===== src/design/tgfe_pkg.sv =====
// Shared types, register indexes and the output quantizer for the touch gesture feature extractor.
package tgfe_pkg;

    // Configuration register indexes
    localparam logic [1:0] CFG_INV_SCALE  = 2'd0;
    localparam logic [1:0] CFG_ZERO_POINT = 2'd1;
    localparam logic [1:0] CFG_WINDOW     = 2'd2;
    localparam logic [1:0] CFG_TURN_THR   = 2'd3;

    // Register reset values
    localparam logic [15:0]       INV_SCALE_RST  = 16'd65280;
    localparam logic signed [7:0] ZERO_POINT_RST = -8'sd128;
    localparam logic [15:0]       WINDOW_RST     = 16'd2000;
    localparam logic [7:0]        TURN_THR_RST   = 8'd2;

    // Normalization constants (scaled to integers)
    localparam logic signed [19:0] OCC_NUM_SCALE = 20'sd100000;
    localparam logic signed [19:0] OCC_OFFSET    = 20'sd1500;
    localparam logic signed [19:0] OCC_SPAN      = 20'sd73375;
    localparam logic [33:0]        HOLD_SPAN     = 34'd2935;
    localparam logic [33:0]        REST_SPAN     = 34'd2370;
    localparam logic signed [51:0] HOLD_OFFSET   = 52'sd60;
    localparam logic signed [51:0] REST_OFFSET   = 52'sd65;
    localparam logic [16:0]        Q16_ONE       = 17'd65536;
    localparam int                 DIV_STEPS     = 17;

    typedef struct packed {
        logic       contact;
        logic [8:0] pos_x;
        logic [7:0] pos_y;
        logic [31:0] time_ms;
    } sample_t;

    typedef struct packed {
        logic signed [7:0] feat_occupancy;
        logic signed [7:0] feat_transitions;
        logic signed [7:0] feat_longest_hold;
        logic signed [7:0] feat_active_time;
        logic signed [7:0] feat_rest_before;
        logic signed [7:0] feat_rest_after;
        logic [31:0]       gesture_duration_ms;
        logic [7:0]        turn_count;
    } feat_t;

    // Add the zero point in Q8.24, round halves away from zero, saturate to int8
    function automatic logic signed [7:0] quantise(input logic [32:0] prod,
                                                   input logic signed [7:0] zp);
        logic signed [35:0] s;
        logic [35:0]        mag;
        logic [11:0]        qm;
        logic signed [12:0] q;
        logic signed [7:0]  r;
        s = $signed({3'b000, prod}) + ($signed({{28{zp[7]}}, zp}) <<< 24);
        if (s[35])
        begin
            mag = $unsigned(-s) + 36'd8388608;
        end
        else
        begin
            mag = $unsigned(s) + 36'd8388608;
        end
        qm = mag[35:24];
        q  = s[35] ? -$signed({1'b0, qm}) : $signed({1'b0, qm});
        if (q > 13'sd127)
        begin
            r = 8'sd127;
        end
        else if (q < -13'sd128)
        begin
            r = -8'sd128;
        end
        else
        begin
            r = q[7:0];
        end
        return r;
    endfunction

endpackage


===== src/design/tgfe_mul.sv =====
// Shared signed multiplier with a registered product.
module tgfe_mul (
    input  logic               clk,
    input  logic signed [32:0] a,
    input  logic signed [19:0] b,
    output logic signed [51:0] prod
);
    logic signed [51:0] prod_reg;

    // Register the product every cycle
    always_ff @(posedge clk)
    begin
        prod_reg <= 52'(a) * 52'(b);
    end

    assign prod = prod_reg;
endmodule


===== src/design/tgfe_div.sv =====
// Bit-serial fractional divider: floor(num * 2^17 / den) for 0 < num < den.
module tgfe_div (
    input  logic        clk,
    input  logic        rst_n,
    input  logic        start,
    input  logic [33:0] num,
    input  logic [33:0] den,
    output logic        done,
    output logic [16:0] quo
);
    import tgfe_pkg::*;

    logic [33:0] rem_reg, rem_next;
    logic [33:0] den_reg;
    logic [16:0] quo_reg, quo_next;
    logic [4:0]  cnt_reg, cnt_next;
    logic        run_reg, run_next;
    logic        done_reg, done_next;
    logic [34:0] trial;

    // One quotient bit per cycle
    always_comb
    begin
        trial     = {rem_reg, 1'b0};
        rem_next  = rem_reg;
        quo_next  = quo_reg;
        cnt_next  = cnt_reg;
        run_next  = run_reg;
        done_next = 1'b0;
        if (start)
        begin
            rem_next = num;
            quo_next = '0;
            cnt_next = '0;
            run_next = 1'b1;
        end
        else if (run_reg)
        begin
            if (trial >= {1'b0, den_reg})
            begin
                rem_next = 34'(trial - {1'b0, den_reg});
                quo_next = {quo_reg[15:0], 1'b1};
            end
            else
            begin
                rem_next = trial[33:0];
                quo_next = {quo_reg[15:0], 1'b0};
            end
            cnt_next = cnt_reg + 5'd1;
            if (cnt_reg == 5'(DIV_STEPS - 1))
            begin
                run_next  = 1'b0;
                done_next = 1'b1;
            end
        end
    end

    // Hold control state
    always_ff @(posedge clk or negedge rst_n)
    begin
        if (!rst_n)
        begin
            run_reg  <= 1'b0;
            done_reg <= 1'b0;
            cnt_reg  <= '0;
        end
        else
        begin
            run_reg  <= run_next;
            done_reg <= done_next;
            cnt_reg  <= cnt_next;
        end
    end

    // Hold datapath
    always_ff @(posedge clk)
    begin
        rem_reg <= rem_next;
        quo_reg <= quo_next;
        if (start)
        begin
            den_reg <= den;
        end
    end

    assign done = done_reg;
    assign quo  = quo_reg;
endmodule


===== src/design/touch_gesture_feature_extractor.sv =====
// Touch gesture feature extractor: one touch sample per item, one feature set per release.
// A contact sample with no turn test to run, or a poll outside a gesture, is handled in the idle state.
// A contact sample with a nonzero step after an earlier nonzero step runs the exact
// dot-product turn test, which sends eight products through one shared 33x20 multiplier.
// A release builds the occupancy ratio from three products, then each of three normalized
// features that lands strictly inside (0,1) goes through a 17-step serial divider, and four
// products through the same multiplier quantize the features, the rest-after one from zero.
// The result waits in an output register; the next sample is taken while it waits.
module touch_gesture_feature_extractor (
    input  logic              clk,
    input  logic              rst_n,
    input  logic              sample_valid,
    output logic              sample_stall,
    input  tgfe_pkg::sample_t sample,
    output logic              feat_valid,
    input  logic              feat_stall,
    output tgfe_pkg::feat_t   feat,
    input  logic              cfg_valid,
    output logic              cfg_ready,
    input  logic [1:0]        cfg_index,
    input  logic [15:0]       cfg_data
);
    import tgfe_pkg::*;

    typedef enum logic [22:0] {
        S_IDLE   = 23'd1 << 0,
        S_T0     = 23'd1 << 1,
        S_T1     = 23'd1 << 2,
        S_T2     = 23'd1 << 3,
        S_T3     = 23'd1 << 4,
        S_T4     = 23'd1 << 5,
        S_T5     = 23'd1 << 6,
        S_T6     = 23'd1 << 7,
        S_T7     = 23'd1 << 8,
        S_T8     = 23'd1 << 9,
        S_R0     = 23'd1 << 10,
        S_R1     = 23'd1 << 11,
        S_R2     = 23'd1 << 12,
        S_R3     = 23'd1 << 13,
        S_DSTART = 23'd1 << 14,
        S_DWAIT  = 23'd1 << 15,
        S_Q0     = 23'd1 << 16,
        S_Q1     = 23'd1 << 17,
        S_Q2     = 23'd1 << 18,
        S_Q3     = 23'd1 << 19,
        S_Q4     = 23'd1 << 20,
        S_Q5     = 23'd1 << 21,
        S_OUT    = 23'd1 << 22
    } state_t;

    state_t state_reg, state_next;

    // Configuration registers
    logic [15:0]       inv_scale_reg;
    logic signed [7:0] zero_point_reg;
    logic [15:0]       window_reg;
    logic [7:0]        turn_thr_reg;

    // Gesture state
    logic              in_contact_reg;
    logic [31:0]       start_time_reg;
    logic [31:0]       last_time_reg;
    logic [8:0]        last_x_reg;
    logic [7:0]        last_y_reg;
    logic signed [9:0] last_dx_reg;
    logic signed [8:0] last_dy_reg;
    logic              dir_valid_reg;
    logic [7:0]        turns_reg;
    logic [31:0]       gest_end_reg;

    // Working registers
    logic signed [9:0]  dx_reg;
    logic signed [8:0]  dy_reg;
    logic signed [51:0] acc_reg;
    logic signed [19:0] dot_reg;
    logic [18:0]        ma_reg;
    logic [18:0]        mb_reg;
    logic [31:0]        dur_reg;
    logic [31:0]        rest_reg;
    logic [7:0]         tc_reg;
    logic               trans_reg;
    logic signed [51:0] occ_num_reg;
    logic [33:0]        occ_den_reg;
    logic [1:0]         nidx_reg;
    logic [16:0]        v_occ_reg;
    logic [16:0]        v_hold_reg;
    logic [16:0]        v_rest_reg;
    logic signed [7:0]  q_occ_reg;
    logic signed [7:0]  q_trans_reg;
    logic signed [7:0]  q_hold_reg;
    logic signed [7:0]  q_rest_reg;
    logic signed [7:0]  q_after_reg;
    logic               feat_valid_reg;
    feat_t              feat_reg;

    // Shared units
    logic signed [32:0] mul_a;
    logic signed [19:0] mul_b;
    logic signed [51:0] prod;
    logic               div_start;
    logic [33:0]        div_num;
    logic [33:0]        div_den;
    logic               div_done;
    logic [16:0]        div_quo;

    tgfe_mul u_mul (
        .clk  (clk),
        .a    (mul_a),
        .b    (mul_b),
        .prod (prod)
    );

    tgfe_div u_div (
        .clk   (clk),
        .rst_n (rst_n),
        .start (div_start),
        .num   (div_num),
        .den   (div_den),
        .done  (div_done),
        .quo   (div_quo)
    );

    logic               accept;
    logic [8:0]         eff_lx;
    logic [7:0]         eff_ly;
    logic signed [9:0]  step_dx;
    logic signed [8:0]  step_dy;
    logic               step_nz;
    logic [15:0]        win_eff;
    logic signed [51:0] num_sel;
    logic [33:0]        den_sel;
    logic               num_pos;
    logic               num_ge;
    logic [17:0]        v_round;
    logic signed [7:0]  q_now;
    logic               out_free;
    logic               turn_hit;

    assign accept       = sample_valid && !sample_stall;
    assign sample_stall = (state_reg != S_IDLE);
    assign cfg_ready    = 1'b1;
    assign out_free     = !feat_valid_reg || !feat_stall;

    // Step vector against the previous point of this contact
    assign eff_lx  = in_contact_reg ? last_x_reg : sample.pos_x;
    assign eff_ly  = in_contact_reg ? last_y_reg : sample.pos_y;
    assign step_dx = $signed({1'b0, sample.pos_x}) - $signed({1'b0, eff_lx});
    assign step_dy = $signed({1'b0, sample.pos_y}) - $signed({1'b0, eff_ly});
    assign step_nz = (step_dx != 10'sd0) || (step_dy != 9'sd0);
    assign win_eff = (window_reg == 16'd0) ? 16'd1 : window_reg;

    // Select the operands of the shared multiplier
    always_comb
    begin
        mul_a = '0;
        mul_b = '0;
        unique case (state_reg)
            S_T0:
            begin
                mul_a = 33'(last_dx_reg);
                mul_b = 20'(dx_reg);
            end
            S_T1:
            begin
                mul_a = 33'(last_dy_reg);
                mul_b = 20'(dy_reg);
            end
            S_T2:
            begin
                mul_a = 33'(last_dx_reg);
                mul_b = 20'(last_dx_reg);
            end
            S_T3:
            begin
                mul_a = 33'(last_dy_reg);
                mul_b = 20'(last_dy_reg);
            end
            S_T4:
            begin
                mul_a = 33'(dx_reg);
                mul_b = 20'(dx_reg);
            end
            S_T5:
            begin
                mul_a = 33'(dy_reg);
                mul_b = 20'(dy_reg);
            end
            S_T6:
            begin
                mul_a = 33'(dot_reg);
                mul_b = dot_reg;
            end
            S_T7:
            begin
                mul_a = $signed({14'd0, ma_reg});
                mul_b = $signed({1'b0, mb_reg});
            end
            S_R0:
            begin
                mul_a = $signed({1'b0, dur_reg});
                mul_b = OCC_NUM_SCALE;
            end
            S_R1:
            begin
                mul_a = $signed({17'd0, win_eff});
                mul_b = OCC_OFFSET;
            end
            S_R2:
            begin
                mul_a = $signed({17'd0, win_eff});
                mul_b = OCC_SPAN;
            end
            S_Q0:
            begin
                mul_a = $signed({16'd0, v_occ_reg});
                mul_b = $signed({4'd0, inv_scale_reg});
            end
            S_Q1:
            begin
                mul_a = $signed({16'd0, (trans_reg ? Q16_ONE : 17'd0)});
                mul_b = $signed({4'd0, inv_scale_reg});
            end
            S_Q2:
            begin
                mul_a = $signed({16'd0, v_hold_reg});
                mul_b = $signed({4'd0, inv_scale_reg});
            end
            S_Q3:
            begin
                mul_a = $signed({16'd0, v_rest_reg});
                mul_b = $signed({4'd0, inv_scale_reg});
            end
            default:
            begin
                mul_a = '0;
                mul_b = '0;
            end
        endcase
    end

    // Select the ratio to normalize
    always_comb
    begin
        case (nidx_reg)
            2'd0:
            begin
                num_sel = occ_num_reg;
                den_sel = occ_den_reg;
            end
            2'd1:
            begin
                num_sel = $signed({20'd0, dur_reg} << 1) - HOLD_OFFSET;
                den_sel = HOLD_SPAN;
            end
            default:
            begin
                num_sel = $signed({20'd0, rest_reg} << 1) - REST_OFFSET;
                den_sel = REST_SPAN;
            end
        endcase
        num_pos   = !num_sel[51] && (num_sel != 52'sd0);
        num_ge    = num_sel >= $signed({18'd0, den_sel});
        div_num   = num_sel[33:0];
        div_den   = den_sel;
        div_start = (state_reg == S_DSTART) && num_pos && !num_ge;
    end

    // Round the Q0.17 quotient to Q0.16
    assign v_round  = {1'b0, div_quo} + 18'd1;
    assign q_now    = quantise(prod[32:0], zero_point_reg);
    assign turn_hit = (dot_reg <= 20'sd0) || ((acc_reg <<< 1) < prod);

    // Advance the sequencer
    always_comb
    begin
        state_next = state_reg;
        unique case (state_reg)
            S_IDLE:
            begin
                if (accept)
                begin
                    if (sample.contact)
                    begin
                        if (step_nz && in_contact_reg && dir_valid_reg)
                        begin
                            state_next = S_T0;
                        end
                    end
                    else if (in_contact_reg)
                    begin
                        state_next = S_R0;
                    end
                end
            end
            S_T0:     state_next = S_T1;
            S_T1:     state_next = S_T2;
            S_T2:     state_next = S_T3;
            S_T3:     state_next = S_T4;
            S_T4:     state_next = S_T5;
            S_T5:     state_next = S_T6;
            S_T6:     state_next = S_T7;
            S_T7:     state_next = S_T8;
            S_T8:     state_next = S_IDLE;
            S_R0:     state_next = S_R1;
            S_R1:     state_next = S_R2;
            S_R2:     state_next = S_R3;
            S_R3:     state_next = S_DSTART;
            S_DSTART:
            begin
                if (div_start)
                begin
                    state_next = S_DWAIT;
                end
                else if (nidx_reg == 2'd2)
                begin
                    state_next = S_Q0;
                end
            end
            S_DWAIT:
            begin
                if (div_done)
                begin
                    state_next = (nidx_reg == 2'd2) ? S_Q0 : S_DSTART;
                end
            end
            S_Q0:     state_next = S_Q1;
            S_Q1:     state_next = S_Q2;
            S_Q2:     state_next = S_Q3;
            S_Q3:     state_next = S_Q4;
            S_Q4:     state_next = S_Q5;
            S_Q5:     state_next = S_OUT;
            S_OUT:
            begin
                if (out_free)
                begin
                    state_next = S_IDLE;
                end
            end
            default:  state_next = S_IDLE;
        endcase
    end

    // Hold control state, configuration and gesture state
    always_ff @(posedge clk or negedge rst_n)
    begin
        if (!rst_n)
        begin
            state_reg      <= S_IDLE;
            inv_scale_reg  <= INV_SCALE_RST;
            zero_point_reg <= ZERO_POINT_RST;
            window_reg     <= WINDOW_RST;
            turn_thr_reg   <= TURN_THR_RST;
            in_contact_reg <= 1'b0;
            start_time_reg <= '0;
            last_time_reg  <= '0;
            last_x_reg     <= '0;
            last_y_reg     <= '0;
            last_dx_reg    <= '0;
            last_dy_reg    <= '0;
            dir_valid_reg  <= 1'b0;
            turns_reg      <= '0;
            gest_end_reg   <= '0;
            nidx_reg       <= '0;
            feat_valid_reg <= 1'b0;
        end
        else
        begin
            state_reg <= state_next;

            // Take configuration writes
            if (cfg_valid && cfg_ready)
            begin
                unique case (cfg_index)
                    CFG_INV_SCALE:  inv_scale_reg  <= cfg_data;
                    CFG_ZERO_POINT: zero_point_reg <= $signed(cfg_data[7:0]);
                    CFG_WINDOW:     window_reg     <= cfg_data;
                    CFG_TURN_THR:   turn_thr_reg   <= cfg_data[7:0];
                endcase
            end

            // Track contact and release
            if (state_reg == S_IDLE && accept)
            begin
                if (sample.contact)
                begin
                    if (!in_contact_reg)
                    begin
                        start_time_reg <= sample.time_ms;
                        turns_reg      <= '0;
                        dir_valid_reg  <= 1'b0;
                    end
                    in_contact_reg <= 1'b1;
                    last_x_reg     <= sample.pos_x;
                    last_y_reg     <= sample.pos_y;
                    last_time_reg  <= sample.time_ms;
                    if (step_nz && !(in_contact_reg && dir_valid_reg))
                    begin
                        last_dx_reg   <= step_dx;
                        last_dy_reg   <= step_dy;
                        dir_valid_reg <= 1'b1;
                    end
                end
                else if (in_contact_reg)
                begin
                    in_contact_reg <= 1'b0;
                    gest_end_reg   <= sample.time_ms;
                    turns_reg      <= '0;
                    dir_valid_reg  <= 1'b0;
                end
            end

            // Count the turn and keep the new direction
            if (state_reg == S_T8)
            begin
                if (turn_hit && turns_reg != 8'd255)
                begin
                    turns_reg <= turns_reg + 8'd1;
                end
                last_dx_reg <= dx_reg;
                last_dy_reg <= dy_reg;
            end

            // Step through the three normalized ratios
            if (state_reg == S_R3)
            begin
                nidx_reg <= '0;
            end
            else if ((state_reg == S_DSTART && !div_start) ||
                     (state_reg == S_DWAIT && div_done))
            begin
                nidx_reg <= nidx_reg + 2'd1;
            end

            // Hold the result until taken
            if (state_reg == S_OUT && out_free)
            begin
                feat_valid_reg <= 1'b1;
            end
            else if (!feat_stall)
            begin
                feat_valid_reg <= 1'b0;
            end
        end
    end

    // Datapath registers
    always_ff @(posedge clk)
    begin
        if (state_reg == S_IDLE && accept)
        begin
            dx_reg    <= step_dx;
            dy_reg    <= step_dy;
            dur_reg   <= last_time_reg - start_time_reg;
            rest_reg  <= (start_time_reg > gest_end_reg) ? start_time_reg - gest_end_reg : '0;
            tc_reg    <= turns_reg;
            trans_reg <= (turns_reg >= turn_thr_reg);
        end

        unique case (state_reg)
            S_T1:    acc_reg     <= prod;
            S_T2:    dot_reg     <= 20'(acc_reg + prod);
            S_T3:    acc_reg     <= prod;
            S_T4:    ma_reg      <= 19'(acc_reg + prod);
            S_T5:    acc_reg     <= prod;
            S_T6:    mb_reg      <= 19'(acc_reg + prod);
            S_T7:    acc_reg     <= prod;
            S_R1:    acc_reg     <= prod;
            S_R2:    occ_num_reg <= acc_reg - prod;
            S_R3:    occ_den_reg <= prod[33:0];
            S_Q1:    q_occ_reg   <= q_now;
            S_Q2:    q_trans_reg <= q_now;
            S_Q3:    q_hold_reg  <= q_now;
            S_Q4:    q_rest_reg  <= q_now;
            S_Q5:    q_after_reg <= q_now;
            default:
            begin
            end
        endcase

        // Store each normalized value
        if ((state_reg == S_DSTART && !div_start) || (state_reg == S_DWAIT && div_done))
        begin
            case (nidx_reg)
                2'd0:
                begin
                    v_occ_reg <= (state_reg == S_DWAIT) ? v_round[17:1] :
                                 (num_pos ? Q16_ONE : 17'd0);
                end
                2'd1:
                begin
                    v_hold_reg <= (state_reg == S_DWAIT) ? v_round[17:1] :
                                  (num_pos ? Q16_ONE : 17'd0);
                end
                default:
                begin
                    v_rest_reg <= (state_reg == S_DWAIT) ? v_round[17:1] :
                                  (num_pos ? Q16_ONE : 17'd0);
                end
            endcase
        end

        // Load the output register
        if (state_reg == S_OUT && out_free)
        begin
            feat_reg.feat_occupancy      <= q_occ_reg;
            feat_reg.feat_transitions    <= q_trans_reg;
            feat_reg.feat_longest_hold   <= q_hold_reg;
            feat_reg.feat_active_time    <= q_hold_reg;
            feat_reg.feat_rest_before    <= q_rest_reg;
            feat_reg.feat_rest_after     <= q_after_reg;
            feat_reg.gesture_duration_ms <= dur_reg;
            feat_reg.turn_count          <= tc_reg;
        end
    end

    assign feat_valid = feat_valid_reg;
    assign feat       = feat_reg;
endmodule


===== config.mk =====
export PLATFORM = sky130hd
export DESIGN_NAME = touch_gesture_feature_extractor
export DESIGN_NICKNAME = d
export VERILOG_FILES = /design/src/design/tgfe_pkg.sv /design/src/design/tgfe_mul.sv /design/src/design/tgfe_div.sv /design/src/design/touch_gesture_feature_extractor.sv
export SDC_FILE = /design/constraint.sdc
export NUM_CORES = 2
export LEC_CHECK = 0
export BUFFER_PORTS_ARGS = -buffer_cell sky130_fd_sc_hd__buf_2
export CAP_MARGIN = 20
export CORE_MARGIN = 3
export CORE_UTILIZATION = 40
export DETAILED_ROUTE_END_ITERATION = 12
export PLACE_DENSITY = 0.6
export SYNTH_ARGS = -nofsm -noshare
export SYNTH_HDL_FRONTEND = slang
export SYNTH_HIERARCHICAL = 1
export SYNTH_SLANG_ARGS = --single-unit

===== constraint.sdc =====
create_clock -name clk -period 18.3 [get_ports clk]
set_input_delay 4.575 -clock clk [delete_from_list [all_inputs] [get_ports clk]]
set_output_delay 4.575 -clock clk [all_outputs]
set_load 0.02 [all_outputs]

* Word level (Yosys, flattened, before mapping)
Index checks and enable logic that the tools add are counted.
Operators by class: add/sub/neg operators 18, $mul 1, magnitude comparators 8, eq/ne operators 39, muxes and demuxes 59, bitwise logic cells 3, reduce and logical (&&, ||, !) cells 57
Operators by type and width (count):
- one-hot mux 23 bit (22 select lines) | 1
- one-hot mux 33 bit (12 select lines) | 1
- one-hot mux 20 bit (10 select lines) | 1
- 2-to-1 mux 23 bit | 8
- one-hot mux 52 bit (2 select lines) | 1
- 2-to-1 mux 34 bit | 3
- 2-to-1 mux 8 bit | 9
- 2-to-1 mux 17 bit | 4
- one-hot mux 34 bit (2 select lines) | 1
- subtractor 32 bit | 2
- >= comparator 52 x 35 -> 1 bit | 1
- less-than comparator 52 bit | 1
- multiplier 33 x 20 -> 52 bit | 1
- nonzero test 52 bit | 1
- subtractor 52 bit | 1
- 2-to-1 mux 9 bit | 5
- 2-to-1 mux 10 bit | 4
- adder 35 x 25 -> 36 bit (second input constant) | 1
- adder 36 x 24 -> 36 bit (second input constant) | 1
- 2-to-1 mux 36 bit | 1
- negation 35 -> 36 bit | 1
- adder 34 x 32 -> 35 bit | 1
- >= comparator 35 x 34 -> 1 bit | 1
- subtractor 33 x 6 -> 34 bit (second input constant) | 1
- other kinds (67) | 133
Storage, ports and cells: flip-flop bits (word level) 819, input port bits 73, output and inout port bits 91, word-level logic and storage cells 236

* Logic depth before layout (Yosys ltp)
word-level depth 11, depth in mapped cells 39, mapped depth without buffers 36

* Hierarchy
The synthesis kept the hierarchy.
By module, submodules not included:
- touch_gesture_feature_extractor | instances 1, cells an instance 3563, area an instance 38072.8 µm², sequential area each 19209.7 µm²
- tgfe_mul | instances 1, cells an instance 2660, area an instance 24143.2 µm², sequential area each 1041.0 µm²
- tgfe_div | instances 1, cells an instance 609, area an instance 5904.4 µm², sequential area each 2557.5 µm²

* Least setup slack after synthesis
Ideal clock, no wire load.
path type register to register, start point register state_reg[10], end point register u_mul.prod_reg[50], in the netlist u_mul/prod[50], library setup time 0.064 ns, arrival time 12.920 ns, required time 18.236 ns, path slack 5.317 ns, stages on the path, launching flop included 34, path buffers 2, period minus slack after synthesis 12.983 ns, cell sequence dfrtp_1 -> nor4_1 -> and3_1 -> and3_1 -> nand3_1 -> nor3b_1 -> nand2b_1 -> clkbuf_1 -> a221oi_1 -> nand4_1 -> clkbuf_1 -> and2_1 -> fa_1 -> fa_1 -> inv_1 -> fa_1 -> inv_1 -> fa_1 -> inv_1 -> fa_1 -> inv_1 -> fa_1 -> inv_1 -> fa_1 -> inv_1 -> ha_1 -> and3_1 -> a41oi_2 -> or4_1 -> a31o_1 -> a31o_1 -> o31a_1 -> or4_1 -> nand4_1
On the way: cells in the longest elaborated chain, start to end 4, elaborated cells on any way between the ends 24, those cells by class mul (1); eq/ne (15); mux (2); reduce/logical (6)
Ends and longest elaborated chain:
- start, declared | line touch_gesture_feature_extractor.sv:51 | state_t state_reg, state_next;
- start signal, assigned | line touch_gesture_feature_extractor.sv:368 | state_reg <= state_next;
- equality test 23 x 20 -> 1 bit, or another cell as far along | line touch_gesture_feature_extractor.sv:157 | unique case (state_reg)
- OR reduction 4 bit (no source line) or OR reduction 2 bit (tied branches)
- one-hot mux 20 bit (10 select lines) * | line touch_gesture_feature_extractor.sv:157
- via mul_b[3] | line touch_gesture_feature_extractor.sv:98 | logic signed [19:0] mul_b;
- multiplier 33 x 20 -> 52 bit * | line tgfe_mul.sv:13 | prod_reg <= 52'(a) * 52'(b);
- end signal, assigned | line tgfe_mul.sv:13
- end, declared | line tgfe_mul.sv:8 | logic signed [51:0] prod_reg;
The timed path passes the listed nets; every way through them passes the cells marked *. A chain may end at the register's enable or synchronous reset.

* Worst setup path in the final report
start point register state_reg[8], end point register u_mul.prod_reg[50], in the netlist u_mul/prod[50]
On the way: cells in the longest elaborated chain, start to end 4, elaborated cells on any way between the ends 24, those cells by class mul (1); eq/ne (15); mux (2); reduce/logical (6)
Ends and longest elaborated chain:
- equality test 23 x 13 -> 1 bit, or another cell as far along | line touch_gesture_feature_extractor.sv:157
- OR reduction 2 bit (no source line)
- one-hot mux 33 bit (12 select lines) * | line touch_gesture_feature_extractor.sv:157
- via mul_a[20] | line touch_gesture_feature_extractor.sv:97 | logic signed [32:0] mul_a;
- multiplier 33 x 20 -> 52 bit * | line tgfe_mul.sv:13
Marked as above.

==> flow_metrics.py <==
metrics = {
    "clocking": {
        "cts-resized-gates": 0,
        "postCtsSetupBuffers": 0,
        "clock-root-buffer": "clkbuf_16",
        "cts_hold_buf": 0,
        "htreeDepth": 3,
        "cts_buffers": 88,
        "clkTransAtPathRegs_ns": 0.07,
        "cts_tree": "built",
        "clock-sinks": 819,
        "clk_path_buf_depth": 3,
        "clock_latency_ns": 0.72,
    },
    "timing": {
        "finalCriticalPeriod_ns": 11.53,
        "period_share_pct": 63.00,
        "hold_violations": 0,
        "hold_slack_ns": 0.4171,
        "layout_setup_ws_ns": 6.771,
        "finalSetupViolCount": 0,
        "tns_ns": 0,
        "rsz0062_at_grt": "false",
        "worstMarginPinSlew_ns": 1.365,
        "timing.fmax_mhz": 86.74,
        "slew_headroom_pct": 9.031,
        "fin_worst_skew_ns": 0.06672,
        "report.final.slew_viol_count": 0,
    },
    "placement": {
        "dp_slack_ns": 6.980,
        "postPlaceCellArea_um2": 71390,
        "hpwl_um": 157400,
        "routabilityCongestion": 0.9311,
        "port_buffers": 162,
    },
    "finish": {
        "area_growth_pct": 9.318,
        "final_nets": 8058,
        "drive_gt1_share_pct": 8.547,
        "largest_reg_flops": 80,
        "fin_util_pct": 44.28,
        "fin_area_um2": 74470,
    },
    "hold_path": {
        "hold_start": "q_after_reg[5]",
        "hold_depth": 0,
        "whs_endpoint": "feat[45]",
        "hp-class": "flip-flop to flip-flop",
    },
    "worst_setup_path": {
        "critPathRequiredTime_ns": 18.95,
        "r2r_slack_ns": 6.77,
        "crit_slowest_cell": "a21o_1",
        "worst-path-max-fanout": 34,
        "timing.rr.start": "state_reg[8]",
        "critPathMostFrequentCell": "fa_1",
        "end_kind": "flip-flop",
        "startpoint_type": "flip-flop",
        "r2r_end": "u_mul/prod[50]",
        "arrival_ns": 12.18,
        "crit_path_max_incr_delay_ns": 0.74,
        "worstRegToRegCells": 36,
        "path_class": "flip-flop to flip-flop",
    },
    "yosys": {
        "ys_warn_count": 6,
        "yosys-top-cells-area": "edfxtp_1, fa_1, ha_1",
        "syn_area_per_cell_um2": 9.971,
        "syn_inst": 6832,
        "synth_nets": 7991,
        "synthFlopType": "edfxtp_1",
        "yosysSeqAreaShare_pct": 33.48,
        "async_reset_ff_share_pct": 27.23,
        "synth-edff-count": 527,
        "yosysUniqueCellTypes": 109,
        "ys_ff_latch": 819,
        "synth_top_area_share_pct": 23.23,
        "syn-cell-area_um2": 68120,
        "yosys.area.top_type": "edfxtp_1",
    },
    "routing": {
        "viasPerCell": 5.554,
        "drt_first_pass_iters": 8,
        "ant_nets": 0,
        "vias": 51013,
        "detail_route.wl_per_cell_um": 22.73,
        "drt-total-wl_um": 208800,
        "drt-initial-drc-count": 4863,
        "route.detailed.drc": 0,
    },
    "global_route": {
        "grt_pass1_wl_um": 317000,
        "track_usage_pct": 23.79,
        "grt_pass1_vias": 51123,
        "grt_max_degree": 101,
        "overflow": 0,
        "antenna_found_initial": 14,
    },
    "floorplan": {
        "ios": 164,
        "rows": 150,
        "die_y_um": 418.7,
        "initial_core_util_pct": 40.51,
        "die_w_um": 418.7,
        "core-area_um2": 168200,
        "die_area_um2": 175300,
    },
    "power": {
        "power_density_nw_per_um2": 119.7,
        "leakagePower_nw": 33.30,
        "peakVddDrop_mv": 0.09174,
    },
    "outcome": {
        "status": "completed",
    },
    "flow_run": {
        "max_cap_violations": 0,
    },
}
worst max-delay path, delay by kind of cell (launching register included):
kind / cells / cell delay [ns]
DFF: 1 / 0.42
buffers and inverters: 8 / 1.04
adders and majority gates: 8 / 3.94
AOI/OAI and AO/OA: 6 / 1.93
and+or+nand+nor: 14 / 4.08
stage by stage:
stage               total power [mW]  std cells
floorplan                      5.558       6832
global placement               6.953       9011
detailed placement             7.011       9011
CTS                            8.913       9175
global route                   9.485       9178
finish                         8.917       9185
cells by family after synthesis:
family	share of synthesized area, %
AOI/OAI and AO/OA	11.17
xor gates and xnor gates	3.549
adders and majority gates	27.17
buffers and inverters	7.424
DFF	33.48
muxes	2.077
other	0.005505
and+or+nand+nor	15.12
power by group:
group	total (mW)	switching [mW]	internal [mW]	leakage [nW]
combinational	4.08	2.62	1.46	23.7
sequential	2.97	0.459	2.51	8.12
clock	1.87	0.804	1.06	1.45
total	8.92	3.88	5.04	33.3
how the worst max path moves through the flow:
stage,from,end,slack (ns),depth (start not counted)
2_1_floorplan,state_reg[10],u_mul/prod[50],5.32,33
3_3_place_gp,state_reg[8],u_mul/prod[50],7.24,36
3_5_place_dp,state_reg[8],u_mul/prod[50],6.98,36
4_1_cts,state_reg[8],u_mul/prod[50],6.89,36
5_1_grt,state_reg[8],u_mul/prod[50],6.17,36
6_report,state_reg[8],u_mul/prod[50],6.77,36
layout make-up:
type                    count  area [um2]
multi-input cells        4694       40390
flip-flops and latches    819       22810
fillers                 15954       93690
clock inverters            47       621.8
well taps                2204        2758
inverters                1033        3877
repair buffers            263        1604
diodes                      8       20.02
clock buffers             117        2391
cell usage in the layout, fill, tap and decap left out, drive strengths merged, types with 30 or more instances in the layout:
cell | synthesis | layout
a21o | 146 | 146
a21oi | 276 | 276
a222oi | 48 | 48
a22oi | 30 | 30
a31oi | 41 | 41
and2 | 357 | 357
and3 | 36 | 36
buf | 49 | 263
clkbuf | 237 | 117
clkinv | 2 | 30
dfrtp | 206 | 206
dfxtp | 69 | 69
edfxtp | 527 | 527
fa | 655 | 655
ha | 431 | 431
inv | 1031 | 1037
mux2 | 67 | 67
mux2i | 66 | 66
nand2 | 779 | 779
nand2b | 59 | 59
nand3 | 83 | 83
nand4 | 74 | 74
nor2 | 298 | 298
nor2b | 49 | 49
nor3 | 80 | 80
nor3b | 49 | 49
nor4 | 46 | 46
o21a | 39 | 39
o21ai | 287 | 287
or3 | 31 | 31
xnor2 | 177 | 177
xor2 | 99 | 99
cell usage after synthesis, types with 67 or more instances:
library cell,n
inv_1,1029
nand2_1,778
fa_1,655
edfxtp_1,527
ha_1,431
and2_1,357
nor2_1,298
a21oi_1,275
o21ai_0,254
clkbuf_1,233
dfrtp_1,206
xnor2_1,177
a21o_1,146
xor2_1,99
nand3_1,83
nor3_1,76
nand4_1,74
dfxtp_1,69
mux2_2,67
routing by layer:
layer / GRT usage [%] / up-vias / wire, um
li1: - / 22995 / -
met1: 34.21 / 25683 / 93110
met2: 36.47 / 2022 / 92680
met3: 4.167 / 311 / 16500
met4: 7.480 / 2 / 6492
met5: 0 / - / 12
Power figures use the tool's default switching activity.
